## src/hdl/clnf_pkg.sv

```systemverilog
`default_nettype none
package clnf_pkg;

   localparam int NUM_CLUSTERS    = 4096;
   localparam int LINKS_PER_GROUP = 128;
   localparam int GROUPS          = (NUM_CLUSTERS + LINKS_PER_GROUP - 1) / LINKS_PER_GROUP;
   localparam int TABLE_DEPTH     = GROUPS * LINKS_PER_GROUP;
   localparam int OFS_W           = $clog2(LINKS_PER_GROUP);
   localparam int GRP_W           = $clog2(GROUPS);
   localparam int IDX_W           = OFS_W + GRP_W;
   localparam int TOT_W           = 13;
   localparam int LINK_W          = 32;
   localparam int CMD_W           = 2;
   localparam int STAT_W          = 2;
   localparam int REQ_W           = 48;
   localparam int RSP_W           = 48;

   localparam logic [LINK_W-1:0] FREE_MARK = '0;
   localparam logic [LINK_W-1:0] LAST_MARK = '1;

   localparam logic [CMD_W-1:0] CMD_FIND = 2'd0;
   localparam logic [CMD_W-1:0] CMD_SET  = 2'd1;
   localparam logic [CMD_W-1:0] CMD_GET  = 2'd2;
   localparam logic [CMD_W-1:0] CMD_NONE = 2'd3;

   localparam logic [STAT_W-1:0] ST_OK          = 2'd0;
   localparam logic [STAT_W-1:0] ST_NOT_MOUNTED = 2'd1;
   localparam logic [STAT_W-1:0] ST_RANGE       = 2'd2;
   localparam logic [STAT_W-1:0] ST_NO_FREE     = 2'd3;

   localparam logic CSR_MOUNTED = 1'b0;
   localparam logic CSR_TOTAL   = 1'b1;

   localparam logic [1:0] KIND_PASS = 2'd0;
   localparam logic [1:0] KIND_FIND = 2'd1;
   localparam logic [1:0] KIND_SET  = 2'd2;
   localparam logic [1:0] KIND_GET  = 2'd3;

   typedef struct packed {
      logic [1:0]        kind;
      logic [STAT_W-1:0] status;
      logic [IDX_W-1:0]  idx;
      logic [LINK_W-1:0] val;
   } rec_type;

   typedef struct packed {
      logic [GRP_W:0] groups;
      logic [OFS_W:0] last_cnt;
   } geom_type;

endpackage
`default_nettype wire

```

## src/hdl/clnf_queue.sv

```systemverilog
`default_nettype none
module clnf_queue
   import clnf_pkg::*;
(
   input  wire      clock,
   input  wire      reset,
   input  wire      push_valid,
   output logic     push_ready,
   input  rec_type  push_rec,
   output logic     pop_valid,
   input  wire      pop_ready,
   output rec_type  pop_rec
);

   rec_type    slot_ff [2];
   logic       wr_ptr_ff;
   logic       rd_ptr_ff;
   logic [1:0] count_ff;
   logic       do_push;
   logic       do_pop;

   assign push_ready = (count_ff != 2'd2);
   assign pop_valid  = (count_ff != 2'd0);
   assign pop_rec    = slot_ff[rd_ptr_ff];
   assign do_push    = push_valid && push_ready;
   assign do_pop     = pop_valid && pop_ready;

   always_ff @(posedge clock) begin
      if (do_push) begin
         slot_ff[wr_ptr_ff] <= push_rec;
      end
   end

   always_ff @(posedge clock) begin
      if (reset) begin
         wr_ptr_ff <= 1'b0;
         rd_ptr_ff <= 1'b0;
         count_ff  <= 2'd0;
      end else begin
         if (do_push) begin
            wr_ptr_ff <= ~wr_ptr_ff;
         end
         if (do_pop) begin
            rd_ptr_ff <= ~rd_ptr_ff;
         end
         if (do_push && !do_pop) begin
            count_ff <= count_ff + 2'd1;
         end else if (do_pop && !do_push) begin
            count_ff <= count_ff - 2'd1;
         end
      end
   end

endmodule
`default_nettype wire

```

## config.mk

```make
export PLATFORM = sky130hd
export DESIGN_NAME = clnf_queue
export DESIGN_NICKNAME = d
export VERILOG_FILES = /design/src/hdl/clnf_pkg.sv /design/src/hdl/clnf_queue.sv
export SDC_FILE = /design/constraint.sdc
export NUM_CORES = 1
export LEC_CHECK = 0
export ABC_AREA = 1
export BUFFER_PORTS_ARGS = -buffer_cell sky130_fd_sc_hd__buf_2
export CAP_MARGIN = 20
export CORE_MARGIN = 2
export CORE_UTILIZATION = 45
export CTS_BUF_LIST = sky130_fd_sc_hd__clkbuf_8 sky130_fd_sc_hd__clkbuf_16
export DETAILED_ROUTE_END_ITERATION = 8
export PLACE_DENSITY = 0.7
export SETUP_SLACK_MARGIN = 0.4
export SLEW_MARGIN = 20
export SYNTH_ARGS = -nofsm -noshare
export SYNTH_HDL_FRONTEND = slang
export SYNTH_SLANG_ARGS = --single-unit
```

## constraint.sdc

```tcl
create_clock -name clock -period 4.2 [get_ports clock]
set_input_delay 0.84 -clock clock [delete_from_list [all_inputs] [get_ports clock]]
set_output_delay 0.84 -clock clock [all_outputs]
set_load 0.005 [all_outputs]
```

==> out/qor.yml <==
status: "completed"
powerDensity_mw_per_mm2: 530
synthCells: 186
start_util_pct: 46.3
utilization_pct: 56.1
grt_overflow: 0
dieWidth_um: 95.7
r2r_end: "slot_ff[0][0]"
required_ns: 3.36
slew_violations: 0
cts.repair.resized: 0
io_buffers: 101
cts_sinks: 101
cp-end-kind: "primary output"
clk-insertion-delay-late_ns: 0.35
antenna_found_initial: 1
rows: 33
cp_slowest_cell: "dfxtp_2"
yosysUniqueCellTypes: 14
finalSetupViolCount: 0
regArea_mm2: 0.00298
hold_depth: 2
htree_levels: 3
rr_startpoint: "count_ff[0]"
crit_path_max_incr_delay_ns: 0.47
ff2ff_setup_slack_ns: 2.16
worstMarginPinSlew_ns: 0.669
critPathKind: "reg2out"
fin_crit_sh_pct: 60.7
seqPwrFrac_pct: 54.1
p_int_mw: 1.79
hp-start: "rd_ptr_ff"
yosysSeqAreaShare_pct: 78.9
critPathLaunchType: "register"
core_mm2: 0.00818
cts_setup_buffers: 0
hold_class: "reg2reg"
cp_max_fo: 24
placed_area_mm2: 0.00442
area_growth_pct: 21.3
wirelength_um: 5950
switching_power_uw: 640
cts_tree: "built"
vias_per_cell: 4.74
final_area_mm2: 0.00459
syn_area_per_cell_um2: 20.3
syn_nets: 239
ctsLongestPathBuffers: 2
irDropWorstVdd_v: 0.000280
cp.arrival_ns: 1.71
dr.pass1.iters: 7
layout_min_cycle_time_ns: 2.55
ys_ff_latch: 101
n_antenna_cell: 0
instances_no_fill: 407
yosys_warnings: 0
gp_congestion: 0.709
grt_pass1_vias: 1901
grt_pass1_wl_um: 9170
slew_headroom_pct: 55.3
setup_tns_ns: 0
drive_gt1_share_pct: 56.6
path_cells: "buf_4, mux2_2, buf_2"
routedWlPerCell_um: 14.6
skew_ns: 0.00763
io_pins: 102
leakage_nw: 1.78
cts_buffers: 9
drcViolationCount: 0
path_clk_slew_ns: 0.08
track_usage_pct: 13.9
place_hpwl_um: 4070
max-cap-violations: 0
die-area_mm2: 0.00915
clock_power_share_pct: 21.3
die_h_um: 95.7
max_freq_mhz: 392
vias: 1931
min_to: "rd_ptr_ff"
netlist_area_mm2: 0.00378
ant_nets: 0
multi_input_area_um2: 739
p_sw_share_pct: 26.3
placedCellCount: 391
rsz0062_at_grt: "no"
drt-initial-drc-count: 72
fillCellCount: 685
cts-root-buf: "clkbuf_8"
rr_worst_depth: 5
cts_hold_buf: 0
grt_max_degree: 29
p_comb_share_pct: 24.6
hold_violations: 0
nNetsFinal: 350
-- critical path: cells and delay by family (launching register included) --
kind | cells | cell delay [ns]
muxes | 1 | 0.38
DFF | 1 | 0.47
buffers and inverters | 2 | 0.50
-- sequential cells by signal (all words and copies together), names as in the netlist, named ones only --
name,cells
count_ff,2
rd_ptr_ff,1
slot_ff,96
wr_ptr_ff,1
-- worst max path at each step --
| stage | start | endpoint | slack [ns] | cells past startpoint |
|---|---|---|---|---|
| after floorplan | push_valid | slot_ff[0][0] | 0.80 | 2 |
| after global placement | push_valid | slot_ff[0][2] | 1.70 | 4 |
| after detailed placement | push_valid | slot_ff[0][5] | 1.65 | 4 |
| after CTS | register | pop_rec[4] | 1.59 | 3 |
| after global routing | register | pop_rec[19] | 1.52 | 3 |
| final | register | pop_rec[10] | 1.65 | 3 |
-- per-stage QoR --
step	worst slack, ns	power, mW	hold slack [ns]
after floorplan	0.802	1.72	0.465
after global placement	1.70	1.94	0.482
after detailed placement	1.65	1.95	0.508
after CTS	1.59	2.47	0.528
after global routing	1.52	2.57	0.562
final	1.65	2.43	0.525
-- power groups by stage --
stage | clock network (mW) | logic, mW | registers, mW
global placement | 0 | 0.603 | 1.33
floorplan | 0 | 0.393 | 1.33
finish | 0.518 | 0.597 | 1.32
global route | 0.570 | 0.665 | 1.33
CTS | 0.536 | 0.614 | 1.32
detailed placement | 0 | 0.612 | 1.34
-- synthesized netlist by cell type --
| cell | instances | area, um2 |
|---|---|---|
| o21ai_0 | 2 | 10.0 |
| buf_2 | 2 | 10.0 |
| buf_6 | 3 | 33.8 |
| mux2_2 | 28 | 315 |
| nor2_1 | 7 | 26.3 |
| dfxtp_1 | 5 | 100 |
| nand3_1 | 2 | 10.0 |
| nand2_1 | 9 | 33.8 |
| ha_1 | 1 | 12.5 |
| edfxtp_1 | 96 | 2880 |
| mux2_4 | 20 | 300 |
| nand4_1 | 1 | 6.26 |
| a21oi_1 | 2 | 10.0 |
| inv_1 | 8 | 30.0 |
-- cell usage in the layout (no fill, tap or decap), drive strengths merged --
cell / count
clkinvlp: 2
nor2: 7
o21ai: 2
clkinv: 5
dfxtp: 5
clkbuf: 9
edfxtp: 96
ha: 1
buf: 105
mux2: 48
nand3: 2
nand2: 9
inv: 8
a21oi: 2
nand4: 1
-- routing by layer --
layer	GRT usage, %	vias up	share of wire, %
li1	-	930	-
met1	15.8	917	39
met2	22.8	73	50
met3	6.40	11	9.0
met4	5.71	0	1.8
met5	0	-	0
-- cell type report --
cell class                      instances  area share (%)
Sequential cell                       101            65.1
Timing Repair Buffer                  105            11.7
Clock buffer                            9            2.70
Clock inverter                          7           0.927
Tap cell                              105            2.86
Multi-Input combinational cell         72            16.1
Inverter                                8           0.655
-- cells by family (layout without fill, tap and decap cells) --
group | after synthesis | count (layout) | synth area share (%)
adders and majority gates | 1 | 1 | 0.331
and+or+nand+nor | 19 | 19 | 2.02
AOI/OAI and AO/OA | 4 | 4 | 0.529
buffers and inverters | 13 | 129 | 1.95
muxes | 48 | 48 | 16.3
DFF | 101 | 101 | 78.9
Note: power is estimated with default switching activity, not from simulation.
