**src/hdl/clnf_pkg.sv**
```systemverilog
`default_nettype none
package clnf_pkg;

   localparam int NUM_CLUSTERS    = 4096;
   localparam int LINKS_PER_GROUP = 128;
   localparam int GROUPS          = (NUM_CLUSTERS + LINKS_PER_GROUP - 1) / LINKS_PER_GROUP;
   localparam int TABLE_DEPTH     = GROUPS * LINKS_PER_GROUP;
   localparam int OFS_W           = $clog2(LINKS_PER_GROUP);
   localparam int GRP_W           = $clog2(GROUPS);
   localparam int IDX_W           = OFS_W + GRP_W;
   localparam int TOT_W           = 13;
   localparam int LINK_W          = 32;
   localparam int CMD_W           = 2;
   localparam int STAT_W          = 2;
   localparam int REQ_W           = 48;
   localparam int RSP_W           = 48;

   localparam logic [LINK_W-1:0] FREE_MARK = '0;
   localparam logic [LINK_W-1:0] LAST_MARK = '1;

   localparam logic [CMD_W-1:0] CMD_FIND = 2'd0;
   localparam logic [CMD_W-1:0] CMD_SET  = 2'd1;
   localparam logic [CMD_W-1:0] CMD_GET  = 2'd2;
   localparam logic [CMD_W-1:0] CMD_NONE = 2'd3;

   localparam logic [STAT_W-1:0] ST_OK          = 2'd0;
   localparam logic [STAT_W-1:0] ST_NOT_MOUNTED = 2'd1;
   localparam logic [STAT_W-1:0] ST_RANGE       = 2'd2;
   localparam logic [STAT_W-1:0] ST_NO_FREE     = 2'd3;

   localparam logic CSR_MOUNTED = 1'b0;
   localparam logic CSR_TOTAL   = 1'b1;

   localparam logic [1:0] KIND_PASS = 2'd0;
   localparam logic [1:0] KIND_FIND = 2'd1;
   localparam logic [1:0] KIND_SET  = 2'd2;
   localparam logic [1:0] KIND_GET  = 2'd3;

   typedef struct packed {
      logic [1:0]        kind;
      logic [STAT_W-1:0] status;
      logic [IDX_W-1:0]  idx;
      logic [LINK_W-1:0] val;
   } rec_type;

   typedef struct packed {
      logic [GRP_W:0] groups;
      logic [OFS_W:0] last_cnt;
   } geom_type;

endpackage
`default_nettype wire

```
**src/hdl/clnf_front.sv**
```systemverilog
`default_nettype none
module clnf_front
   import clnf_pkg::*;
(
   input  wire              clock,
   input  wire              reset,
   input  wire              req_tvalid,
   output logic             req_tready,
   input  wire [REQ_W-1:0]  req_tdata,
   input  wire              csr_valid,
   output logic             csr_ready,
   input  wire              csr_index,
   input  wire [TOT_W-1:0]  csr_data,
   output logic             push_valid,
   input  wire              push_ready,
   output rec_type          push_rec,
   output geom_type         geom
);

   logic             mounted_ff;
   logic [TOT_W-1:0] total_ff;
   logic [TOT_W-1:0] eff_total;
   logic [TOT_W:0]   tsum;
   logic [CMD_W-1:0] cmd;
   logic [IDX_W-1:0] idx;

   assign csr_ready  = 1'b1;
   assign req_tready = push_ready;
   assign push_valid = req_tvalid;

   always_ff @(posedge clock) begin
      if (reset) begin
         mounted_ff <= 1'b1;
         total_ff   <= TOT_W'(NUM_CLUSTERS);
      end else if (csr_valid) begin
         unique case (csr_index)
            CSR_MOUNTED: mounted_ff <= csr_data[0];
            CSR_TOTAL:   total_ff   <= csr_data;
            default:     ;
         endcase
      end
   end

   always_comb begin
      eff_total = (total_ff > TOT_W'(NUM_CLUSTERS)) ? TOT_W'(NUM_CLUSTERS) : total_ff;
      tsum      = {1'b0, eff_total} + (TOT_W+1)'(LINKS_PER_GROUP - 1);
      geom.groups   = tsum[OFS_W +: GRP_W+1];
      geom.last_cnt = (eff_total[OFS_W-1:0] == '0) ? (OFS_W+1)'(LINKS_PER_GROUP)
                                                   : {1'b0, eff_total[OFS_W-1:0]};
   end

   // classify: failures are settled here and go to the back as pass-through records
   always_comb begin
      cmd = req_tdata[CMD_W-1:0];
      idx = req_tdata[CMD_W +: IDX_W];
      push_rec.kind   = KIND_PASS;
      push_rec.status = ST_OK;
      push_rec.idx    = idx;
      push_rec.val    = req_tdata[CMD_W+IDX_W +: LINK_W];
      if (cmd == CMD_NONE) begin
         push_rec.kind = KIND_PASS;
      end else if (!mounted_ff) begin
         push_rec.status = ST_NOT_MOUNTED;
      end else if (cmd == CMD_FIND) begin
         if (geom.groups == '0) begin
            push_rec.status = ST_NO_FREE;
         end else begin
            push_rec.kind = KIND_FIND;
         end
      end else if ({1'b0, idx[OFS_W +: GRP_W]} >= geom.groups) begin
         push_rec.status = ST_RANGE;
      end else if (cmd == CMD_SET) begin
         push_rec.kind = KIND_SET;
      end else begin
         push_rec.kind = KIND_GET;
      end
   end

endmodule
`default_nettype wire

```
**config.mk**
```make
export PLATFORM = sky130hd
export DESIGN_NAME = clnf_front
export DESIGN_NICKNAME = d
export VERILOG_FILES = /design/src/hdl/clnf_pkg.sv /design/src/hdl/clnf_front.sv
export SDC_FILE = /design/constraint.sdc
export NUM_CORES = 1
export LEC_CHECK = 0
export ABC_AREA = 1
export BUFFER_PORTS_ARGS = -buffer_cell sky130_fd_sc_hd__buf_2
export CORE_MARGIN = 2
export CORE_UTILIZATION = 37
export DETAILED_ROUTE_END_ITERATION = 16
export PLACE_DENSITY = 0.91
export RECOVER_POWER = 50
export SETUP_SLACK_MARGIN = 0.4
export SLEW_MARGIN = 30
export SYNTH_ARGS = -nofsm -noshare
export SYNTH_HDL_FRONTEND = slang
export SYNTH_SLANG_ARGS = --single-unit
```
**constraint.sdc**
```tcl
create_clock -name clock -period 2.23 [get_ports clock]
set_input_delay 0.223 -clock clock [delete_from_list [all_inputs] [get_ports clock]]
set_output_delay 0.223 -clock clock [all_outputs]
set_load 0.1 [all_outputs]
```
==> results.py <==
metrics = {
    "floorplanning": {
        "die_x_um": 65.3,
        "row_count": 22,
        "io_pins": 132,
        "dieHeight_um": 65.3,
        "dieArea_um2": 4270,
        "core_region_area_um2": 3630,
        "start_util_pct": 38.3,
    },
    "timing": {
        "hold_violations": 0,
        "min_period_over_period_pct": 118,
        "setup-tns-final_ps": -1080,
        "fin_skew_ps": 0,
        "worst_pin_slew_ps": 615,
        "max_freq_mhz": 380,
        "rsz0062_at_grt": "yes",
        "setup_violations": 3,
        "fin_crit_ps": 2630,
        "slew_violations": 0,
        "worst_slack_ps": -399,
        "slew_headroom_pct": 58.9,
    },
    "placed_design": {
        "port_buffers": 46,
        "dpl.hpwl_um": 2380,
        "place_area_um2": 1580,
        "place_congestion": 0.777,
    },
    "layout": {
        "syn_to_final_growth_pct": 30.1,
        "diodes": 0,
        "fin_area_um2": 1810,
        "layout-drive-gt1-share_pct": 49.3,
        "nets": 302,
    },
    "logic_synthesis": {
        "avgSynthCellArea_um2": 6.50,
        "syn-instance-count": 214,
        "ys_top_cells_by_area": "buf_4 25%, dfxtp_1 20%, inv_1 9.4%",
        "synth_top_area_share_pct": 25.4,
        "seq_area_frac_synth_pct": 20.1,
        "synthesis.nets": 286,
        "netlist_area_um2": 1390,
        "synth_top_cell_by_area": "buf_4",
        "synth-seq-cells": 14,
        "yosys_warnings": 0,
        "synth.distinct_cells": 25,
    },
    "clocking": {
        "h-tree-depth": 1,
        "clock_path_buffers": 2,
        "root_buffer": "clkbuf_8",
        "clkTransAtPathRegs_ps": 60,
        "clock-sinks": 14,
        "cts_tree": "done",
        "clk_latency_ps": 240,
        "cts_buffers": 3,
    },
    "worst_setup_path": {
        "crit_arrival_ps": 2410,
        "worstSetupStartpoint": "total_ff[5]$_SDFFE_PP0P_",
        "worst_ep_required_time_ps": 2010,
        "start_kind": "flip-flop",
        "cp_max_fo": 3,
        "end_kind": "output pin",
        "r2r-start": "total_ff[7]$_SDFFE_PP0P_",
        "crit_type": "flip-flop to output pin",
    },
    "power_and_ir_drop": {
        "p_per_area_nw_per_um2": 571,
        "p_seq_share_pct": 27.4,
        "sw_frac_of_total_pct": 42.8,
        "p_comb_share_pct": 49.0,
        "p_sw_uw": 443,
        "clockPowerShare_pct": 23.6,
        "internal-power_uw": 591,
        "p_leak_uw": 0.000909,
        "max-vdd-ir-drop_uv": 383,
    },
    "drt": {
        "drt-total-wl_um": 2930,
        "drcViolationCount": 0,
        "drt_iter0_markers": 11,
        "vias": 1223,
        "routedWlPerCell_um": 10.6,
        "viasPerCell": 4.42,
        "drt_pass1_iterations": 4,
        "ant_nets": 0,
    },
    "global_route": {
        "grt_pass1_wl_um": 4630,
        "grt_max_degree": 25,
        "antenna_found_initial": 0,
        "grt_pass1_vias": 1163,
        "grt_usage_pct": 13.5,
        "overflow": 0,
    },
    "run_status": {
        "status": "finished with violations",
        "violations": "setup timing",
    },
    "min_path": {
        "min-delay-path-class": "input port to flip-flop",
        "min-delay-start": "csr_data[12]",
    },
    "flow_run": {
        "cap_violations": 0,
    },
}
per-stage QoR:
step	cells	setup WS [ps]	total power, uW	utilization (%)	hold slack, ps
floorplan	214	-755	980	-	349
global placement	271	-96.2	735	43.4	447
detailed placement	271	-138	744	43.4	447
CTS	276	-398	1020	47.8	210
global route	277	-616	1090	49.8	213
finish	277	-399	1030	49.8	203
cell usage in the layout (no fill, tap or decap), drive strengths merged, types with 4 or more instances in the layout:
master | synthesis | final
a21oi | 13 | 13
ha | 5 | 5
nor2 | 27 | 27
buf | 48 | 61
nand3 | 8 | 8
o21ai | 15 | 15
inv | 37 | 36
nand2 | 40 | 40
dfxtp | 14 | 14
clkbuf | 2 | 4
worst max-delay path, stage by stage (launching register included):
cell and delay, ps:
dfxtp_2 330, nor2_4 150, nand3_2 90, nor2_1 110
nor2_1 60, nand2_2 80, clkinvlp_4 110, ha_4 270
inv_2 20, nand2_1 40, nand2_1 40, nand2_1 50
nand2_1 40, nand2_1 50, nand2_1 40, nand2_1 50
nand2_1 50, nand2_2 110, nand3_4 90, a21oi_4 180
buf_12 190
cell families after synthesis:
logic type	Yosys count	share of synthesized area, %
buffers and inverters	87	36.3
other	1	0.270
flip-flops	14	20.1
adder cells (fa/ha/maj)	5	4.50
AO/OA/AOI/OAI	30	11.7
AND/OR/NAND/NOR	77	27.1
cell usage after synthesis:
cell	number
buf_4	47
inv_1	35
nand2_1	34
nor2_1	22
o21ai_0	15
dfxtp_1	14
a21oi_1	12
ha_1	5
nand3_1	5
nand2_2	4
nor2_2	3
clkbuf_1	2
nand2_4	2
nand3_2	2
nor2_4	2
a21boi_2	1
a21oi_2	1
and2_4	1
buf_1	1
conb_1	1
inv_2	1
inv_4	1
nand3_4	1
nand4_1	1
o211ai_1	1
power groups by stage:
stage	clock [uW]	sequential, uW	combinational, uW
final	244	283	506
after global routing	263	285	540
after CTS	249	282	491
after detailed placement	0	287	456
after global placement	0	286	449
after floorplan	0	285	695
state kept, by name (all words and copies together) (netlist names):
register	count
total_ff	13
mounted_ff	1
layer usage:
layer  vias up  wire [um]  GRT usage, %
met5         -          0             0
met3         7        197          2.05
met1       533       1130          14.8
li1        632          -             -
met4         0         49          6.25
met2        51       1550          25.4
final timing paths:
path | endpoint | slack (ps) | depth (start not counted)
worst max-delay path | push_rec[45] | -400 | 20
worst min-delay path | total_ff[12]$_SDFFE_PP1P_ | 200 | 3
worst max register to register | total_ff[7]$_SDFFE_PP0P_ | 1460 | 3
worst min register to register | total_ff[1]$_SDFFE_PP0P_ | 520 | 2
layout make-up:
class	instances	area, um^2
Clock buffer	4	55.1
Timing Repair Buffer	61	515
Inverter	37	150
Sequential cell	14	287
Tap cell	48	60.1
Multi-Input combinational cell	113	743
Fill cell	368	1820
what timing repair did:
item                                    CTS  global route
resized for setup                        29            17
endpoints found under the setup margin   16            16
hold buffers                              0             0
setup buffers                             1             1
pin swaps                                 1             9
Note: power is estimated with default switching activity, not from simulation.
